<file path="config.mk">
export PLATFORM = sky130hd
export DESIGN_NAME = fault_code_led_blinker_flat
export DESIGN_NICKNAME = d
export VERILOG_FILES = /design/src/rtl/core/fcb_pkg.sv /design/src/rtl/core/fcb_stream_if.sv /design/src/rtl/core/fcb_cfg_regs.sv /design/src/rtl/core/fcb_in_reg.sv /design/src/rtl/core/fcb_seq.sv /design/src/rtl/core/fault_code_led_blinker.sv /design/src/flat_wrapper.sv
export VERILOG_INCLUDE_DIRS = /design/src /design/src/rtl/core
export SDC_FILE = /design/constraint.sdc
export NUM_CORES = 1
export LEC_CHECK = 0
export ABC_CLOCK_PERIOD_IN_PS = 6500
export BUFFER_PORTS_ARGS = -buffer_cell sky130_fd_sc_hd__buf_2
export CORE_MARGIN = 5
export CORE_UTILIZATION = 50
export DETAILED_ROUTE_END_ITERATION = 6
export GPL_TIMING_DRIVEN = 1
export PLACE_DENSITY = 0.76
export SYNTH_ARGS = -nofsm -noshare
export SYNTH_HDL_FRONTEND = slang
export SYNTH_HIERARCHICAL = 1
export SYNTH_SLANG_ARGS = --single-unit
</file>
<file path="constraint.sdc">
create_clock -name clk -period 6.5 [get_ports clk]
set_clock_uncertainty 0.2 [all_clocks]
set_input_delay 1.3 -clock clk [delete_from_list [all_inputs] [get_ports clk]]
set_output_delay 1.3 -clock clk [all_outputs]
set_load 0.05 [all_outputs]
</file>
<file path="src/rtl/core/assert_macros.svh">
// ----------------------------------------------------------------------------
// assert_macros.svh
// Concurrent assertion shorthands used by the sequencer RTL.
// ----------------------------------------------------------------------------
`ifndef ASSERT_MACROS_SVH
`define ASSERT_MACROS_SVH

// Property checked on every rising edge, masked while reset is high.
`define ASSERT_CLK(label, clk, rst, prop, msg) \
  label: assert property (@(posedge clk) disable iff (rst) (prop)) else $error(msg);

// Implication checked on every rising edge, masked while reset is high.
`define ASSERT_IMPLIES(label, clk, rst, ante, cons, msg) \
  label: assert property (@(posedge clk) disable iff (rst) (ante) |-> (cons)) \
    else $error(msg);

// Next-cycle implication, masked while reset is high.
`define ASSERT_NEXT(label, clk, rst, ante, cons, msg) \
  label: assert property (@(posedge clk) disable iff (rst) (ante) |=> (cons)) \
    else $error(msg);

`endif

</file>
<file path="src/rtl/core/fcb_pkg.sv">
// ----------------------------------------------------------------------------
// fcb_pkg
// Types and constants of the fault code LED blinker.
// ----------------------------------------------------------------------------
package fcb_pkg;

  localparam int FAULT_COUNT = 8;
  localparam int FLAGS_W     = 8;
  // only flag bits below both the fault count and the flag width are looked at
  localparam int FAULT_USED  = (FAULT_COUNT < FLAGS_W) ? FAULT_COUNT : FLAGS_W;

  localparam int TIME_W      = 32;
  localparam int CODE_W      = 4;
  localparam int STEP_W      = CODE_W + 1;
  localparam int CFG_W       = 16;
  localparam int CFG_INDEX_W = 1;

  localparam logic [CFG_INDEX_W-1:0] REG_BLINK_MS = 1'b0;
  localparam logic [CFG_INDEX_W-1:0] REG_PAUSE_MS = 1'b1;

  localparam logic [CFG_W-1:0] BLINK_MS_RESET = 16'd250;
  localparam logic [CFG_W-1:0] PAUSE_MS_RESET = 16'd1500;

  typedef struct packed {
    logic [TIME_W-1:0]  now_ms;
    logic [FLAGS_W-1:0] fault_flags;
  } item_t;

  typedef struct packed {
    logic              led_on;
    logic [CODE_W-1:0] blink_code;
  } result_t;

  typedef struct packed {
    logic [CFG_W-1:0] blink_ms;
    logic [CFG_W-1:0] pause_ms;
  } cfg_t;

endpackage

</file>
<file path="src/rtl/core/fcb_stream_if.sv">
// ----------------------------------------------------------------------------
// fcb_stream_if
// Valid/ready channel carrying one payload per transaction.
// ----------------------------------------------------------------------------
interface fcb_stream_if #(
  parameter type payload_t = fcb_pkg::item_t
);
  logic     valid;
  logic     ready;
  payload_t payload;

  modport source (output valid, output payload, input ready);
  modport sink   (input valid, input payload, output ready);
endinterface

</file>
<file path="src/rtl/core/fcb_cfg_regs.sv">
// ----------------------------------------------------------------------------
// fcb_cfg_regs
// Blink and pause time registers behind the plain write port.
// ----------------------------------------------------------------------------
module fcb_cfg_regs (
  input  logic                            clk,
  input  logic                            rst,
  input  logic                            cfg_we,
  input  logic [fcb_pkg::CFG_INDEX_W-1:0] cfg_index,
  input  logic [fcb_pkg::CFG_W-1:0]       cfg_data,
  output fcb_pkg::cfg_t                   cfg
);
  import fcb_pkg::*;

  always_ff @(posedge clk) begin
    if (rst) begin
      cfg.blink_ms <= BLINK_MS_RESET;
      cfg.pause_ms <= PAUSE_MS_RESET;
    end else if (cfg_we) begin
      unique case (cfg_index)
        REG_BLINK_MS: cfg.blink_ms <= cfg_data;
        REG_PAUSE_MS: cfg.pause_ms <= cfg_data;
        default:      ;
      endcase
    end
  end

endmodule

</file>
<file path="src/rtl/core/fcb_in_reg.sv">
// ----------------------------------------------------------------------------
// fcb_in_reg
// Input register stage: holds one accepted transaction for the sequencer.
// ----------------------------------------------------------------------------
module fcb_in_reg (
  input  logic           clk,
  input  logic           rst,
  fcb_stream_if.sink     item,
  output logic           st_valid,
  output fcb_pkg::item_t st_item,
  input  logic           st_take
);
  import fcb_pkg::*;

  // refill when empty or when the held item moves on this cycle;
  // nothing is taken while reset is high
  assign item.ready = !rst && (!st_valid || st_take);

  always_ff @(posedge clk) begin
    if (rst) begin
      st_valid <= 1'b0;
    end else if (item.ready) begin
      st_valid <= item.valid;
    end
  end

  always_ff @(posedge clk) begin
    if (item.valid && item.ready) begin
      st_item <= item.payload;
    end
  end

endmodule

</file>
<file path="src/rtl/core/fcb_seq.sv">
// ----------------------------------------------------------------------------
// fcb_seq
// Blink sequencer: fault encoder, step timer, state and result register.
// ----------------------------------------------------------------------------
`include "assert_macros.svh"

module fcb_seq (
  input  logic           clk,
  input  logic           rst,
  input  fcb_pkg::cfg_t  cfg,
  input  logic           st_valid,
  input  fcb_pkg::item_t st_item,
  output logic           st_take,
  fcb_stream_if.source   result
);
  import fcb_pkg::*;

  logic [STEP_W-1:0] step_index, step_index_next;
  logic [CODE_W-1:0] latched_code, latched_code_next;
  logic [TIME_W-1:0] step_start_ms, step_start_ms_next;
  logic              led_level, led_level_next;

  logic              res_valid;
  result_t           res_payload, res_payload_next;

  logic [CODE_W-1:0] found_code;
  logic [TIME_W-1:0] elapsed;
  logic [STEP_W-1:0] last_step;
  logic              in_pause;
  logic [CFG_W-1:0]  duration;

  assign st_take = st_valid && (!res_valid || result.ready);

  // lowest set flag wins
  always_comb begin
    found_code = '0;
    for (int k = FAULT_USED - 1; k >= 0; k--) begin
      if (st_item.fault_flags[k]) begin
        found_code = CODE_W'(k + 1);
      end
    end
  end

  assign elapsed   = st_item.now_ms - step_start_ms;
  assign last_step = {latched_code, 1'b0};
  assign in_pause  = step_index >= last_step;
  assign duration  = in_pause ? cfg.pause_ms : cfg.blink_ms;

  always_comb begin
    step_index_next    = step_index;
    latched_code_next  = latched_code;
    step_start_ms_next = step_start_ms;
    led_level_next     = led_level;
    if (step_index == '0) begin
      latched_code_next = found_code;
      if (found_code == '0) begin
        led_level_next = 1'b0;
      end else begin
        step_index_next    = STEP_W'(1);
        step_start_ms_next = st_item.now_ms;
        led_level_next     = 1'b1;
      end
    end else if (elapsed >= {{(TIME_W-CFG_W){1'b0}}, duration}) begin
      step_start_ms_next = st_item.now_ms;
      if (in_pause) begin
        step_index_next = '0;
      end else begin
        step_index_next = step_index + STEP_W'(1);
        led_level_next  = step_index_next[0];
      end
    end
    res_payload_next.led_on     = led_level_next;
    res_payload_next.blink_code = (step_index_next != '0) ? latched_code_next : '0;
  end

  always_ff @(posedge clk) begin
    if (rst) begin
      step_index    <= '0;
      latched_code  <= '0;
      step_start_ms <= '0;
      led_level     <= 1'b0;
      res_valid     <= 1'b0;
    end else begin
      if (st_take) begin
        step_index    <= step_index_next;
        latched_code  <= latched_code_next;
        step_start_ms <= step_start_ms_next;
        led_level     <= led_level_next;
        res_valid     <= 1'b1;
      end else if (result.ready) begin
        res_valid <= 1'b0;
      end
    end
  end

  always_ff @(posedge clk) begin
    if (st_take) begin
      res_payload <= res_payload_next;
    end
  end

  assign result.valid   = res_valid;
  assign result.payload = res_payload;

  `ASSERT_IMPLIES(a_busy_has_code, clk, rst, step_index != '0, latched_code != '0,
                  "sequence running with no latched code")
  `ASSERT_CLK(a_step_in_range, clk, rst, step_index <= {latched_code, 1'b0},
              "step index past the pause step")
  `ASSERT_CLK(a_led_follows_step, clk, rst, led_level == step_index[0],
              "LED level out of step with step parity")
  `ASSERT_NEXT(a_state_holds, clk, rst, !st_take, $stable(step_index) && $stable(latched_code),
               "sequencer state moved without a transaction")

endmodule

</file>
<file path="src/rtl/core/fault_code_led_blinker.sv">
// ----------------------------------------------------------------------------
// fault_code_led_blinker
// Blinks the number of the lowest active fault on an LED, then pauses.
// ----------------------------------------------------------------------------
//
//  channel  dir  payload                      transaction when
//  -------  ---  ---------------------------  ---------------------------
//  item     in   now_ms[31:0], fault_flags[7:0]  item.valid && item.ready
//  result   out  led_on, blink_code[3:0]      result.valid && result.ready
//  cfg      in   cfg_index, cfg_data[15:0]    cfg_we (no handshake)
//
//  One result per item, one transaction per cycle sustained while result.ready
//  stays high. An item passes the input register, then sequencer logic into
//  the result register; a stalled result can hold it in the input register.
//  The sequencer step is combinational: encoder, 32-bit elapsed-time subtract
//  and compare, all between the two registers.
//  A stalled result holds; the input register still refills while the result
//  waits, then item.ready drops until the result is taken.
//  Synchronous reset: idle, LED dark, blink 250 ms, pause 1500 ms; no clearing
//  pass, item.ready low during reset, items are taken in the first cycle after.
//
module fault_code_led_blinker (
  input  logic                            clk,
  input  logic                            rst,
  input  logic                            cfg_we,
  input  logic [fcb_pkg::CFG_INDEX_W-1:0] cfg_index,
  input  logic [fcb_pkg::CFG_W-1:0]       cfg_data,
  fcb_stream_if.sink                      item,
  fcb_stream_if.source                    result
);
  import fcb_pkg::*;

  cfg_t  cfg;     // live register values, applied at once to the step running
  logic  st_valid;
  item_t st_item;
  logic  st_take; // sequencer consumes the held item this cycle

  fcb_cfg_regs u_cfg_regs (
    .clk       (clk),
    .rst       (rst),
    .cfg_we    (cfg_we),
    .cfg_index (cfg_index),
    .cfg_data  (cfg_data),
    .cfg       (cfg)
  );

  // input register: parts the upstream handshake from the sequencer
  fcb_in_reg u_in_reg (
    .clk      (clk),
    .rst      (rst),
    .item     (item),
    .st_valid (st_valid),
    .st_item  (st_item),
    .st_take  (st_take)
  );

  // sequencer: state update and result register in one pass
  fcb_seq u_seq (
    .clk      (clk),
    .rst      (rst),
    .cfg      (cfg),
    .st_valid (st_valid),
    .st_item  (st_item),
    .st_take  (st_take),
    .result   (result)
  );

endmodule
</file>
<file path="src/flat_wrapper.sv">
// flat-port wrapper written by rule: the top's interface ports become plain ports
module fault_code_led_blinker_flat import fcb_pkg::*;
  (clk, rst, cfg_we, cfg_index, cfg_data, item_valid, item_payload, item_ready, result_valid, result_payload, result_ready);
  fcb_stream_if item_i ();
  fcb_stream_if result_i ();
  input  logic clk;
  input  logic rst;
  input  logic cfg_we;
  input  logic [fcb_pkg::CFG_INDEX_W-1:0] cfg_index;
  input  logic [fcb_pkg::CFG_W-1:0] cfg_data;
  input wire logic [$bits(item_i.valid)-1:0] item_valid;
  input wire logic [$bits(item_i.payload)-1:0] item_payload;
  output wire logic [$bits(item_i.ready)-1:0] item_ready;
  output wire logic [$bits(result_i.valid)-1:0] result_valid;
  output wire logic [$bits(result_i.payload)-1:0] result_payload;
  input wire logic [$bits(result_i.ready)-1:0] result_ready;
  assign item_i.valid = item_valid;
  assign item_i.payload = item_payload;
  assign item_ready = item_i.ready;
  assign result_valid = result_i.valid;
  assign result_payload = result_i.payload;
  assign result_i.ready = result_ready;
  fault_code_led_blinker u_core (.clk(clk), .rst(rst), .cfg_we(cfg_we), .cfg_index(cfg_index), .cfg_data(cfg_data), .item(item_i), .result(result_i));
endmodule
</file>
**Yosys cells after proc, flatten, opt, wreduce, memory -nomap -nowiden**

Index checks and enable logic that the tools add are counted.

- Add/subtract/negate cells: 2
- $lt $le $gt $ge: 2
- Equality and inequality tests: 1
- Mux-type cells: 23
- Bitwise operators: 1
- Reduce and logical (&&, ||, !) cells: 16

Operator list:

| operator | count |
|---|---|
| $mux 32 | 3 |
| $mux 4 | 9 |
| $ge 32x16->1 | 1 |
| $sub 32x32->32 | 1 |
| $mux 5 | 4 |
| $mux 16 | 1 |
| $mux 1 | 6 |
| $add 5x1->5 const B | 1 |
| $ge 5x5->1 | 1 |
| $logic_not 5->1 | 1 |
| $reduce_bool 5->1 | 1 |
| $logic_not 4->1 | 1 |
| $reduce_and 2->1 | 2 |
| $reduce_bool 2->1 | 2 |
| $logic_and 1x1->1 | 3 |
| $logic_not 1->1 | 3 |
| $reduce_and 3->1 | 1 |
| $logic_or 1x1->1 | 2 |
| $ne 2x2->1 const B | 1 |
| $not 1->1 | 1 |

- Bits in registers: 121
- Input bits: 62
- Output and inout bits: 42

**Longest topological paths before layout**

Gate-level depths: netlist of the first run.

- Depth after elaboration: 12
- Gate-level depth with buffers: 23
- Mapped depth without buffers: 21

**Modules after synthesis**

The synthesis of the first run kept the hierarchy.

Modules (own cells, without submodules):

| module | instances | cells each | area an instance (µm²) |
|---|---|---|---|
| fcb_seq | 1 | 675 | 5193.7 |
| fcb_cfg_regs | 1 | 128 | 1311.3 |
| fcb_in_reg | 1 | 45 | 1261.2 |

**Worst setup path before layout of the first run**

Ideal clock, no wire load.

- Kind: reg2reg
- Start: reg u_core.u_seq.step_index[1]
- End: reg u_core.u_seq.res_payload, in the netlist u_core/u_seq/result.payload[0] (data pin)
- Library setup time: 267 ps
- Arrival time: 5628 ps
- Slack: 405 ps
- Cell stages (with the launch flop): 22
- Path buffers: 2
- Period minus slack after synthesis: 6095 ps
- Path through: dfxtp_1 inv_1 ha_1 inv_1 o21ai_0 a21o_1 a21o_1 a21oi_1 clkbuf_1 clkbuf_1 mux2i_1 ha_1 a21o_1 a211o_1 a221oi_1 o2111ai_1 or4_1 or4_4 o31ai_4 a311oi_2 a2111oi_4 nor2_1

- Cells in the longest elaborated chain, start to end: 6
- Elaborated cells between the ends (all ways): 11
- Classes of those cells: add/sub (1); order compare (2); mux (6); reduce/logical (2)

Ends and longest elaborated chain:

| element | line | source |
|---|---|---|
| start: declaration | fcb_seq.sv:18 | `logic [STEP_W-1:0] step_index, step_index_next;` |
| start signal: assignment | fcb_seq.sv:85 | `step_index <= step_index_next;` |
| $ge 5x5->1 | fcb_seq.sv:46 | `assign in_pause = step_index >= last_step;` |
| $mux 16 | fcb_seq.sv:47 | `assign duration = in_pause ? cfg.pause_ms : cfg.blink_ms;` |
| $ge 32x16->1 | fcb_seq.sv:63 | `end else if (elapsed >= {{(TIME_W-CFG_W){1'b0}}, duration}) begin` |
| $mux 5 | fcb_seq.sv:63 |  |
| $mux 5 | fcb_seq.sv:54 | `if (step_index == '0) begin` |
| $reduce_bool 5->1 | fcb_seq.sv:73 | `res_payload_next.blink_code = (step_index_next != '0) ? latched_code_next : '0;` |
| end signal: assignment | fcb_seq.sv:98 | `res_payload <= res_payload_next;` |
| end: declaration | fcb_seq.sv:24 | `result_t res_payload, res_payload_next;` |

Several ways; a longest one is shown, not always the timed one.
A chain may end at the register's enable or synchronous reset.

**Worst setup path in the final report of the first run**

- Start: reg u_core.u_seq.step_index[1]
- End: reg u_core.u_seq.step_start_ms[5]

- Cells in the longest elaborated chain, start to end: 5
- Elaborated cells between the ends (all ways): 8
- Classes of those cells: order compare (2); eq/ne (1); mux (2); reduce/logical (3)

Ends and longest elaborated chain:

| element | line | source |
|---|---|---|
| $ge 5x5->1 | fcb_seq.sv:46 |  |
| $mux 16 | fcb_seq.sv:47 |  |
| $ge 32x16->1 | fcb_seq.sv:63 |  |
| $reduce_bool 2->1 (no source line) | - |  |
| $reduce_and 3->1 (no source line) | - |  |
| end signal: assignment | fcb_seq.sv:87 | `step_start_ms <= step_start_ms_next;` |
| end: declaration | fcb_seq.sv:20 | `logic [TIME_W-1:0] step_start_ms, step_start_ms_next;` |

Several ways; a longest one is shown, not always the timed one.

==> flow_metrics.tcl, run 1 <==
set metrics [dict create \
    drtIter0Drc 582 \
    drc 0 \
    worst_slack_ns 0.431 \
    required_ns 6.56 \
    netlist_area_mm2 0.00777 \
    yosysTopAreaCell "dfxtp_1" \
    worstHoldStart "u_core/u_cfg_regs/cfg[8]" \
    setup_violations 0 \
    syn_area_per_cell_um2 9.16 \
    synthTopCellsByArea "dfxtp_1 20%, edfxtp_1 17%, mux2i_1 9.4%" \
    yosysTopAreaCellShare_pct 19.6 \
    worst_pin_slew_ns 0.876 \
    grt_max_degree 95 \
    fin_crit_sh_pct 93.4 \
    synth_cell_types 76 \
    grt_pass1_wl_um 28500 \
    cp-start-kind "register" \
    syn_to_final_growth_pct 12.0 \
    cts_tree "done" \
    grtUsageTotal_pct 19.1 \
    dp_hpwl_um 12300 \
    grt_pass1_vias 6026 \
    num_rows 45 \
    maxCapViolCount 0 \
    detail-route-antenna-nets 0 \
    core_area_mm2 0.0152 \
    pre_cts_ws_ns 0.430 \
    wl_um 16600 \
    cts.clk_slew.worst_paths_ns 0.05 \
    hold_violations 0 \
    via_per_inst 5.57 \
    r2r-start "u_core/u_seq/step_index[1]" \
    cts.htree.levels 4 \
    antenna_found_initial 0 \
    tns_ns 0 \
    synth_edf_count 45 \
    final-seq-area_mm2 0.00287 \
    cp-startpoint "u_core/u_seq/step_index[1]" \
    rrSetupSlack_ns 0.43 \
    drive_gt1_share_pct 13.6 \
    seq_area_frac_synth_pct 37.0 \
    port_buffers 68 \
    arrival_ns 6.13 \
    gp_congestion 0.929 \
    clock-sinks 121 \
    powerDensity_mw_per_mm2 264 \
    synth_seq_cells 121 \
    n_antenna_cell 0 \
    cts-hold-fix-buffers 0 \
    hold_class "register to register" \
    cts_setup_buffers 0 \
    root_buffer "clkbuf_16" \
    r2r_cells 21 \
    nFillCells 1366 \
    synthCells 848 \
    nNetsFinal 1020 \
    cp_max_fo 32 \
    fmax_mhz 165 \
    multi_input_area_mm2 0.00440 \
    ys_warn_count 6 \
    wl_per_cell_um 15.1 \
    gr-total-overflow 0 \
    min_to "u_core/u_cfg_regs/cfg[8]" \
    endpoint_kind "register" \
    numCtsBuffers 17 \
    fp.dieH_um 135 \
    grt_setup_unrepaired "false" \
    synth-main-ff-cell "dfxtp_1" \
    ir_drop_v 0.000191 \
    ctsResizeCount 0 \
    min_period_ns 6.07 \
    finalMaxSlewViolations 0 \
    leakage_nw 3.52 \
    worstSetupPathType "register to register" \
    vias 6149 \
    clk_latency_ns 0.41 \
    first_pass_iters 5 \
    status "completed" \
    num_io_pins 104 \
    die-width_um 135 \
    synthArstFlopShare_pct 0 \
    holdPathStages 1 \
    r2r_end "u_core/u_seq/step_start_ms[5]" \
    slew_headroom_pct 41.6 \
    start_util_pct 51.1 \
    cts_buffer_depth 2 \
    die_area_mm2 0.0181 \
]
## power by group
| group | internal, mW | switching, mW |
|---|---|---|
| Sequential | 0.830 | 0.0232 |
| Combinational | 0.179 | 0.311 |
| Clock | 0.628 | 0.323 |
| Total | 1.64 | 0.657 |
## per-stage QoR
step | hold WS, ns | utilization (%) | std cells | total power, mW | instance area (um2)
2_1_floorplan | 0.235 | - | 882 | 1.26 | 7890
6_report | 0.259 | 57.2 | 1104 | 2.29 | 8700
4_1_cts | 0.263 | 57.2 | 1104 | 2.31 | 8700
3_5_place_dp | 0.250 | 53.2 | 1073 | 1.35 | 8080
5_1_grt | 0.286 | 57.2 | 1104 | 2.41 | 8700
3_3_place_gp | 0.250 | 53.2 | 1073 | 1.34 | 8080
## cell usage after synthesis, drive strengths merged, types with 10 or more instances
master and count:
buf 51, a21oi 69, nand2 42, o21ai 37, clkbuf 19, dfxtp 76
mux2i 73, inv 51, nor3 10, edfxtp 45, a211oi 16, ha 53
a21o 20, nand2b 28, nor2 94, nand4 19, xor2 10, nand3 14
## placed cells by master (no fill, tap or decap), drive strengths merged, types with 3 or more instances in the layout
cell type / n
o211ai: 6
nand2b: 28
nor3: 10
a21oi: 69
nand3: 14
conb: 35
ha: 53
clkbuf: 27
a2111oi: 5
and2: 8
or4: 5
buf: 73
or2: 3
dfxtp: 76
clkinv: 4
nor4: 4
a21o: 20
o21ai: 37
o2111ai: 4
a311oi: 3
or3: 8
xnor2: 9
nand2: 42
a211o: 4
mux2i: 73
a211oi: 16
o21bai: 4
edfxtp: 45
o21a: 9
and3: 7
inv: 51
a21boi: 3
nor2b: 5
xor2: 10
o31ai: 3
nand4: 19
nor2: 94
nor3b: 3
## registers in the layout, indices dropped and copies added, names as in the netlist, 4 cells and up
name	count
u_core/u_in_reg/st_item	40
u_core/u_cfg_regs/cfg	32
u_core/u_seq/step_start_ms	32
u_core/u_seq/result.payload	5
u_core/u_seq/step_index	5
u_core/u_seq/latched_code	4
## cell type report
| class | count | area share [%] |
|---|---|---|
| tap | 188 | 2.70 |
| timing repair buffer | 73 | 4.34 |
| clock inverter | 4 | 0.230 |
| clock buffer | 27 | 6.89 |
| inverter | 51 | 2.20 |
| sequential | 121 | 33.0 |
| multi-input combinational | 640 | 50.6 |
## routing by layer
| metal | wire length (um) | up-vias | GRT usage (%) |
|---|---|---|---|
| met4 | 320 | 0 | 7.18 |
| met5 | 0 | - | 0 |
| met1 | 7810 | 2842 | 25.4 |
| met2 | 7570 | 186 | 30.6 |
| met3 | 924 | 23 | 4.10 |
| li1 | - | 3098 | - |
## worst max-delay path, cell delays in order (launching register included)
cell       delay (ns)
dfxtp_1          0.44
inv_1            0.12
ha_1             0.30
inv_1            0.05
o21ai_0          0.06
a21o_1           0.18
a21o_1           0.19
a21oi_2          0.36
buf_4            0.35
mux2i_1          0.23
ha_1             0.25
a21o_1           0.16
a211o_1          0.29
a221oi_1         0.37
o2111ai_1        0.17
or4_1            0.43
or4_4            0.59
nor3_2           0.39
a211oi_4         0.11
buf_4            0.32
mux2i_1          0.26
nor2_1           0.05
## worst max path at each step
stage                                           to  slack [ns]  cells after the start
finish               u_core/u_seq/step_start_ms[5]        0.43                     21
global route        u_core/u_seq/result.payload[0]        0.11                     20
CTS                 u_core/u_seq/result.payload[3]        0.43                     20
detailed placement  u_core/u_seq/result.payload[3]        0.43                     20
global placement    u_core/u_seq/result.payload[0]        0.67                     20
floorplan           u_core/u_seq/result.payload[0]        0.41                     21
## kinds of logic (layout without fill, tap and decap cells)
kind of cell    count (synthesis)  count (layout)  synth area share [%]
xor+xnor                       19              19                  2.14
fa+ha+maj                      54              54                  8.80
buf+inv                       121             155                  8.07
flops                         121             121                  37.0
other cells                     1              35                0.0483
compound gates                200             200                  17.5
mux                            74              74                  9.55
simple gates                  258             258                  16.9
Note: power is estimated with default switching activity, not from simulation.
==> inputs of run 2 (changes only) <==
--- a/config.mk
+++ b/config.mk
@@ -6,13 +6,15 @@
 export SDC_FILE = /design/constraint.sdc
 export NUM_CORES = 1
 export LEC_CHECK = 0
+export ABC_AREA = 1
 export ABC_CLOCK_PERIOD_IN_PS = 6500
 export BUFFER_PORTS_ARGS = -buffer_cell sky130_fd_sc_hd__buf_2
 export CORE_MARGIN = 5
 export CORE_UTILIZATION = 50
 export DETAILED_ROUTE_END_ITERATION = 6
 export GPL_TIMING_DRIVEN = 1
-export PLACE_DENSITY = 0.76
+export HOLD_SLACK_MARGIN = 0.12
+export PLACE_DENSITY = 0.73
 export SYNTH_ARGS = -nofsm -noshare
 export SYNTH_HDL_FRONTEND = slang
 export SYNTH_HIERARCHICAL = 1
==> run 2 against run 1 <==
Total power up 8.6%. Setup slack better by 1.0 ns. Critical path depth up 6. Via count up 16%. Clock power down 3.4%.
==> flow_metrics.tcl, run 2 <==
set metrics [dict create \
    worstSetupPathType "register to register" \
    die-width_um 138 \
    status "completed" \
    die_area_mm2 0.0191 \
    syn_to_final_growth_pct 11.2 \
    num_rows 46 \
    cp-start-kind "register" \
    drc 0 \
    ir_drop_v 0.000179 \
    grt_max_degree 63 \
    first_pass_iters 5 \
    regMostFlops "u_core/u_in_reg/st_item" \
    grt_setup_unrepaired "false" \
    num_io_pins 104 \
    grt_pass1_vias 6627 \
    fin_crit_sh_pct 77.4 \
    clk_latency_ns 0.42 \
    vias 7123 \
    post_synth_most_frequent_cells "342 x nand2_1, 216 x inv_1, 103 x nor2_1" \
    dp_hpwl_um 14200 \
    maxCapViolCount 0 \
    drtIter0Drc 415 \
    finalMaxSlewViolations 0 \
    drive_gt1_share_pct 11.3 \
    synth_cell_types 45 \
    ys_warn_count 6 \
    nNetsFinal 1366 \
    setup_violations 0 \
    synth-main-ff-cell "dfxtp_1" \
    endpoint_kind "register" \
    arrival_ns 5.14 \
    min_period_ns 5.03 \
    required_ns 6.60 \
    antenna_found_initial 0 \
    detail-route-antenna-nets 0 \
    wl_um 18800 \
    leakage_nw 4.84 \
    top_regs "u_core/u_in_reg/st_item: 40 flops, u_core/u_cfg_regs/cfg: 32 flops, u_core/u_seq/step_start_ms: 32 flops" \
    gp_congestion 0.926 \
    cts_buffer_depth 2 \
    cp_max_fo 62 \
    n_antenna_cell 0 \
    yosysTopAreaCell "dfxtp_1" \
    cts.htree.levels 4 \
    wl_per_cell_um 12.7 \
    final_util_pct 57.0 \
    ctsResizeCount 0 \
    root_buffer "clkbuf_16" \
    synth_edf_count 45 \
    syn_area_per_cell_um2 6.93 \
    largest_register_ffs 40 \
    tns_ns 0 \
    start_util_pct 51.3 \
    hold_class "register to register" \
    cts_setup_buffers 0 \
    yosysTopAreaCellShare_pct 18.5 \
    hold_violations 0 \
    cts.clk_slew.worst_paths_ns 0.06 \
    powerDensity_mw_per_mm2 273 \
    numCtsBuffers 17 \
    seq_area_frac_synth_pct 35.0 \
    final_common_cell "nand2_1" \
    grtUsageTotal_pct 19.7 \
    grt_pass1_wl_um 31200 \
    core_area_mm2 0.0160 \
    worst_pin_slew_ns 1.16 \
    gr-total-overflow 0 \
    fmax_mhz 199 \
    port_buffers 68 \
    cts-hold-fix-buffers 0 \
    synth_seq_cells 121 \
    slew_headroom_pct 22.3 \
    cts_tree "done" \
    synthArstFlopShare_pct 0 \
    fp.dieH_um 138 \
    clock-sinks 121 \
    via_per_inst 4.82 \
    synthTopCellsByArea "dfxtp_1 19%, edfxtp_1 16%, nand2_1 16%" \
    synthCells 1183 \
    layout_common_cells "342 x nand2_1, 216 x inv_1, 103 x nor2_1" \
    yosysMostFrequentCell "nand2_1" \
    netlist_area_mm2 0.00820 \
]
-- run 2: final timing paths --
check	from	endpoint	slack (ns)	cells after the start
hold / removal	u_core/u_seq/step_start_ms[4]	u_core/u_seq/step_start_ms[4]	0.26	2
setup / recovery	u_core/u_seq/step_index[2]	u_core/u_seq/step_start_ms[0]	1.47	27
hold reg to reg	u_core/u_seq/step_start_ms[4]	u_core/u_seq/step_start_ms[4]	0.26	2
setup reg to reg	u_core/u_seq/step_index[2]	u_core/u_seq/step_start_ms[0]	1.47	27
-- run 2: layout make-up --
class                      instances  area [um2]
fill                            1537        6880
multi-input combinational        818        4210
clock inverter                    12         114
sequential                       121        2870
tap                              216         270
clock buffer                      20         468
inverter                         223         842
timing repair buffer              69         348
-- run 2: report_power, final --
part / switching, mW / leakage (nW) / internal [mW] / total (mW)
sequential: 0.0248 / 1.05 / 0.843 / 0.868
clock: 0.357 / 0.277 / 0.562 / 0.919
combinational: 0.468 / 3.51 / 0.235 / 0.703
-- run 2: cells by family (layout without fill, tap and decap cells) --
family                     count (synthesis)  in the layout  share of synthesized area (%)
buffers and inverters                    278            324                           15.3
muxes                                     15             15                           1.83
DFF                                      121            121                           35.0
other                                      1             35                         0.0457
adders and majority gates                 54             54                           8.33
and+or+nand+nor                          571            571                           29.5
xor gates and xnor gates                  18             18                           1.92
AOI/OAI and AO/OA                        125            125                           7.99
-- run 2: worst max-delay path: stages (launching register included) --
cell	delay (ns)
dfxtp_1	0.45
ha_1	0.29
inv_1	0.06
nor2_1	0.04
o211ai_1	0.15
nand3_1	0.71
inv_1	0.45
nand2_1	0.09
nand2_1	0.07
ha_1	0.22
nand2_1	0.06
nor2_1	0.04
nor2_1	0.08
nand2_1	0.05
nand2_1	0.05
nand2_1	0.05
nand2_1	0.05
nand2_1	0.05
nand2_1	0.09
nand3_1	0.07
nor2_1	0.09
nand2_1	0.09
nor2_4	0.14
nand3_2	0.07
nand3_2	0.76
inv_1	0.19
o21ai_0	0.21
a21oi_1	0.06
-- run 2: per-stage QoR --
step           power (mW)  cells  instance area (um2)  setup slack [ns]  hold WS, ns
2_1_floorplan        1.44   1217                 8330              2.42        0.228
3_3_place_gp         1.57   1447                 8540              1.65        0.244
3_5_place_dp         1.58   1447                 8540              1.52        0.251
4_1_cts              2.51   1479                 9120              1.48        0.260
5_1_grt              2.65   1479                 9120             0.808        0.280
6_report             2.49   1479                 9120              1.47        0.257
-- run 2: layer usage --
metal	routed length (um)	part of all wire, %	GRT usage [%]	vias up
li1	-	-	-	3761
met1	8690	46	25.5	3169
met2	8750	47	33.0	172
met3	980	5.2	4.03	21
met4	358	1.9	6.76	0
met5	0	0	0	-
==> inputs of run 3 (changes only) <==
--- a/config.mk
+++ b/config.mk
@@ -7,14 +7,14 @@
 export NUM_CORES = 1
 export LEC_CHECK = 0
 export ABC_AREA = 1
-export ABC_CLOCK_PERIOD_IN_PS = 6500
+export ABC_CLOCK_PERIOD_IN_PS = 4800
 export BUFFER_PORTS_ARGS = -buffer_cell sky130_fd_sc_hd__buf_2
 export CORE_MARGIN = 5
 export CORE_UTILIZATION = 50
 export DETAILED_ROUTE_END_ITERATION = 6
 export GPL_TIMING_DRIVEN = 1
 export HOLD_SLACK_MARGIN = 0.12
-export PLACE_DENSITY = 0.73
+export PLACE_DENSITY = 0.7
 export SYNTH_ARGS = -nofsm -noshare
 export SYNTH_HDL_FRONTEND = slang
 export SYNTH_HIERARCHICAL = 1
==> constraint.sdc (replaced) <==
create_clock -name clk -period 4.8 [get_ports clk]
set_clock_uncertainty 0.2 [all_clocks]
set_input_delay 0.96 -clock clk [delete_from_list [all_inputs] [get_ports clk]]
set_output_delay 0.96 -clock clk [all_outputs]
set_load 0.05 [all_outputs]
==> run 3 against run 2 <==
Design area up 0.23%. Sequential power up 36%. Critical path depth down 4. Hold slack about the same. Clock-buffer cell count up 1. Highest routed layer unchanged. First-iteration DRC count up 12%.
==> flow_metrics.tcl, run 3 (synthesis gave the netlist of run 2 again) <==
set metrics [dict create \
    cts_buffer_depth 2 \
    start_util_pct 51.3 \
    numCtsBuffers 17 \
    slew_headroom_pct 18.7 \
    drtIter0Drc 463 \
    hold_violations 0 \
    first_pass_iters 5 \
    cp_max_fo 32 \
    cts_setup_buffers 0 \
    ctsResizeCount 0 \
    fp.dieH_um 138 \
    power_mw 3.35 \
    wl_um 18900 \
    ir_drop_v 0.000275 \
    antenna_found_initial 0 \
    hold_class "register to register" \
    grt_pass1_vias 6723 \
    maxCapViolCount 0 \
    grtUsageTotal_pct 20.0 \
    fin_cells 1483 \
    drc 0 \
    tns_ns 0 \
    cts-hold-fix-buffers 0 \
    top_regs "u_core/u_in_reg/st_item: 40 flops, u_core/u_cfg_regs/cfg: 32 flops, u_core/u_seq/step_start_ms: 32 flops" \
    fin_crit_sh_pct 83.4 \
    clock-sinks 121 \
    worst_slack_ns 0.799 \
    worst_pin_slew_ns 1.22 \
    layout_common_cells "342 x nand2_1, 216 x inv_1, 103 x nor2_1" \
    regMostFlops "u_core/u_in_reg/st_item" \
    syn_to_final_growth_pct 11.5 \
    cts.clk_slew.worst_paths_ns 0.06 \
    wl_per_cell_um 12.7 \
    rrSetupSlack_ns 0.80 \
    worstSetupPathType "register to register" \
    fmax_mhz 250 \
    worstHoldStart "u_core/u_seq/step_start_ms[6]" \
    arrival_ns 4.15 \
    holdPathStages 2 \
    via_per_inst 4.78 \
    gr-total-overflow 0 \
    final_common_cell "nand2_1" \
    core_area_mm2 0.0160 \
    clk_latency_ns 0.43 \
    grt_pass1_wl_um 31700 \
    root_buffer "clkbuf_16" \
    drive_gt1_share_pct 11.8 \
    leakage_nw 4.87 \
    grt_setup_unrepaired "false" \
    die-width_um 138 \
    min_period_ns 4.00 \
    r2r_end "u_core/u_seq/step_start_ms[30]" \
    status "completed" \
    cp-start-kind "register" \
    dp_cells 1451 \
    endpoint_kind "register" \
    r2r-start "u_core/u_in_reg/st_item[10]" \
    min_to "u_core/u_seq/step_start_ms[6]" \
    r2r_cells 23 \
    nNetsFinal 1370 \
    num_rows 46 \
    detail-route-antenna-nets 0 \
    required_ns 4.95 \
    port_buffers 68 \
    powerDensity_mw_per_mm2 367 \
    largest_register_ffs 40 \
    pre_cts_ws_ns 0.793 \
    finalMaxSlewViolations 0 \
    dp_hpwl_um 14400 \
    die_area_mm2 0.0191 \
    cts_tree "done" \
    gp_congestion 0.943 \
    vias 7089 \
    n_antenna_cell 0 \
    grt_max_degree 40 \
    setup_violations 0 \
    cts.htree.levels 4 \
    num_io_pins 104 \
]
-- run 3: cell types whose count changed in the layout (fill, tap and decap cells not counted) --
cell        change
buf_4           +4
clkinvlp_4      -3
inv_4           +3
clkbuf_8        +2
bufinv_16       -1
clkbuf_1        -1
clkinv_1        -1
clkinv_2        +1
clkinv_4        +1
inv_6           -1
-- run 3: worst max-delay path by stage --
stage                                           start                              to  cells past startpoint  slack [ns]
after global placement     u_core/u_in_reg/st_item[8]  u_core/u_seq/result.payload[1]                     25        0.86
after global routing       u_core/u_in_reg/st_item[8]  u_core/u_seq/result.payload[1]                     25        0.34
after CTS                  u_core/u_in_reg/st_item[8]  u_core/u_seq/result.payload[1]                     25        0.79
after floorplan            u_core/u_seq/step_index[2]  u_core/u_seq/result.payload[1]                     28        0.89
final                     u_core/u_in_reg/st_item[10]  u_core/u_seq/step_start_ms[30]                     23        0.80
after detailed placement   u_core/u_in_reg/st_item[8]  u_core/u_seq/result.payload[1]                     25        0.79
-- run 3: where the power goes --
group / total, mW / switching (mW) / internal (mW)
logic: 0.952 / 0.633 / 0.320
registers: 1.18 / 0.0336 / 1.14
clock network: 1.23 / 0.490 / 0.737
total: 3.35 / 1.16 / 2.20
-- run 3: final cells by class --
class | instances | area (um2)
Fill cell | 1553 | 6860
Multi-Input combinational cell | 818 | 4210
Sequential cell | 121 | 2870
Inverter | 223 | 842
Clock buffer | 21 | 492
Timing Repair Buffer | 73 | 378
Tap cell | 216 | 270
Clock inverter | 11 | 81.3
-- run 3: worst max-delay path: stages, from the launching register on --
cell and delay [ns]:
edfxtp_1 0.38, ha_1 0.40, nand2_1 0.09, nand2_1 0.10, inv_1 0.05, nand2_2 0.09
nand2_1 0.07, nand2_2 0.11, nand2_1 0.06, nand2_1 0.13, xor2_1 0.19, ha_1 0.27
a21oi_1 0.15, nor3_1 0.06, a211oi_1 0.25, nand3_1 0.11, nor2_1 0.09, nand2_1 0.09
nor2_4 0.15, nand3_2 0.08, nand3_2 0.14, buf_4 0.32, o21ai_0 0.13, a21oi_1 0.19
-- run 3: metrics by stage --
| stage | utilization [%] | cell area [um2] | hold WS [ns] |
|---|---|---|---|
| finish | 57.1 | 9140 | 0.257 |
| global route | 57.1 | 9140 | 0.273 |
| CTS | 57.1 | 9140 | 0.261 |
| detailed placement | 53.6 | 8570 | 0.248 |
| global placement | 53.6 | 8570 | 0.243 |
| floorplan | - | 8330 | 0.228 |
-- run 3: per-layer routing --
layer	vias up	track usage, %	share of wire (%)
li1	3774	-	-
met1	3096	26.2	47
met2	190	32.9	46
met3	29	4.59	6.0
met4	0	6.45	1.7
met5	-	0	0
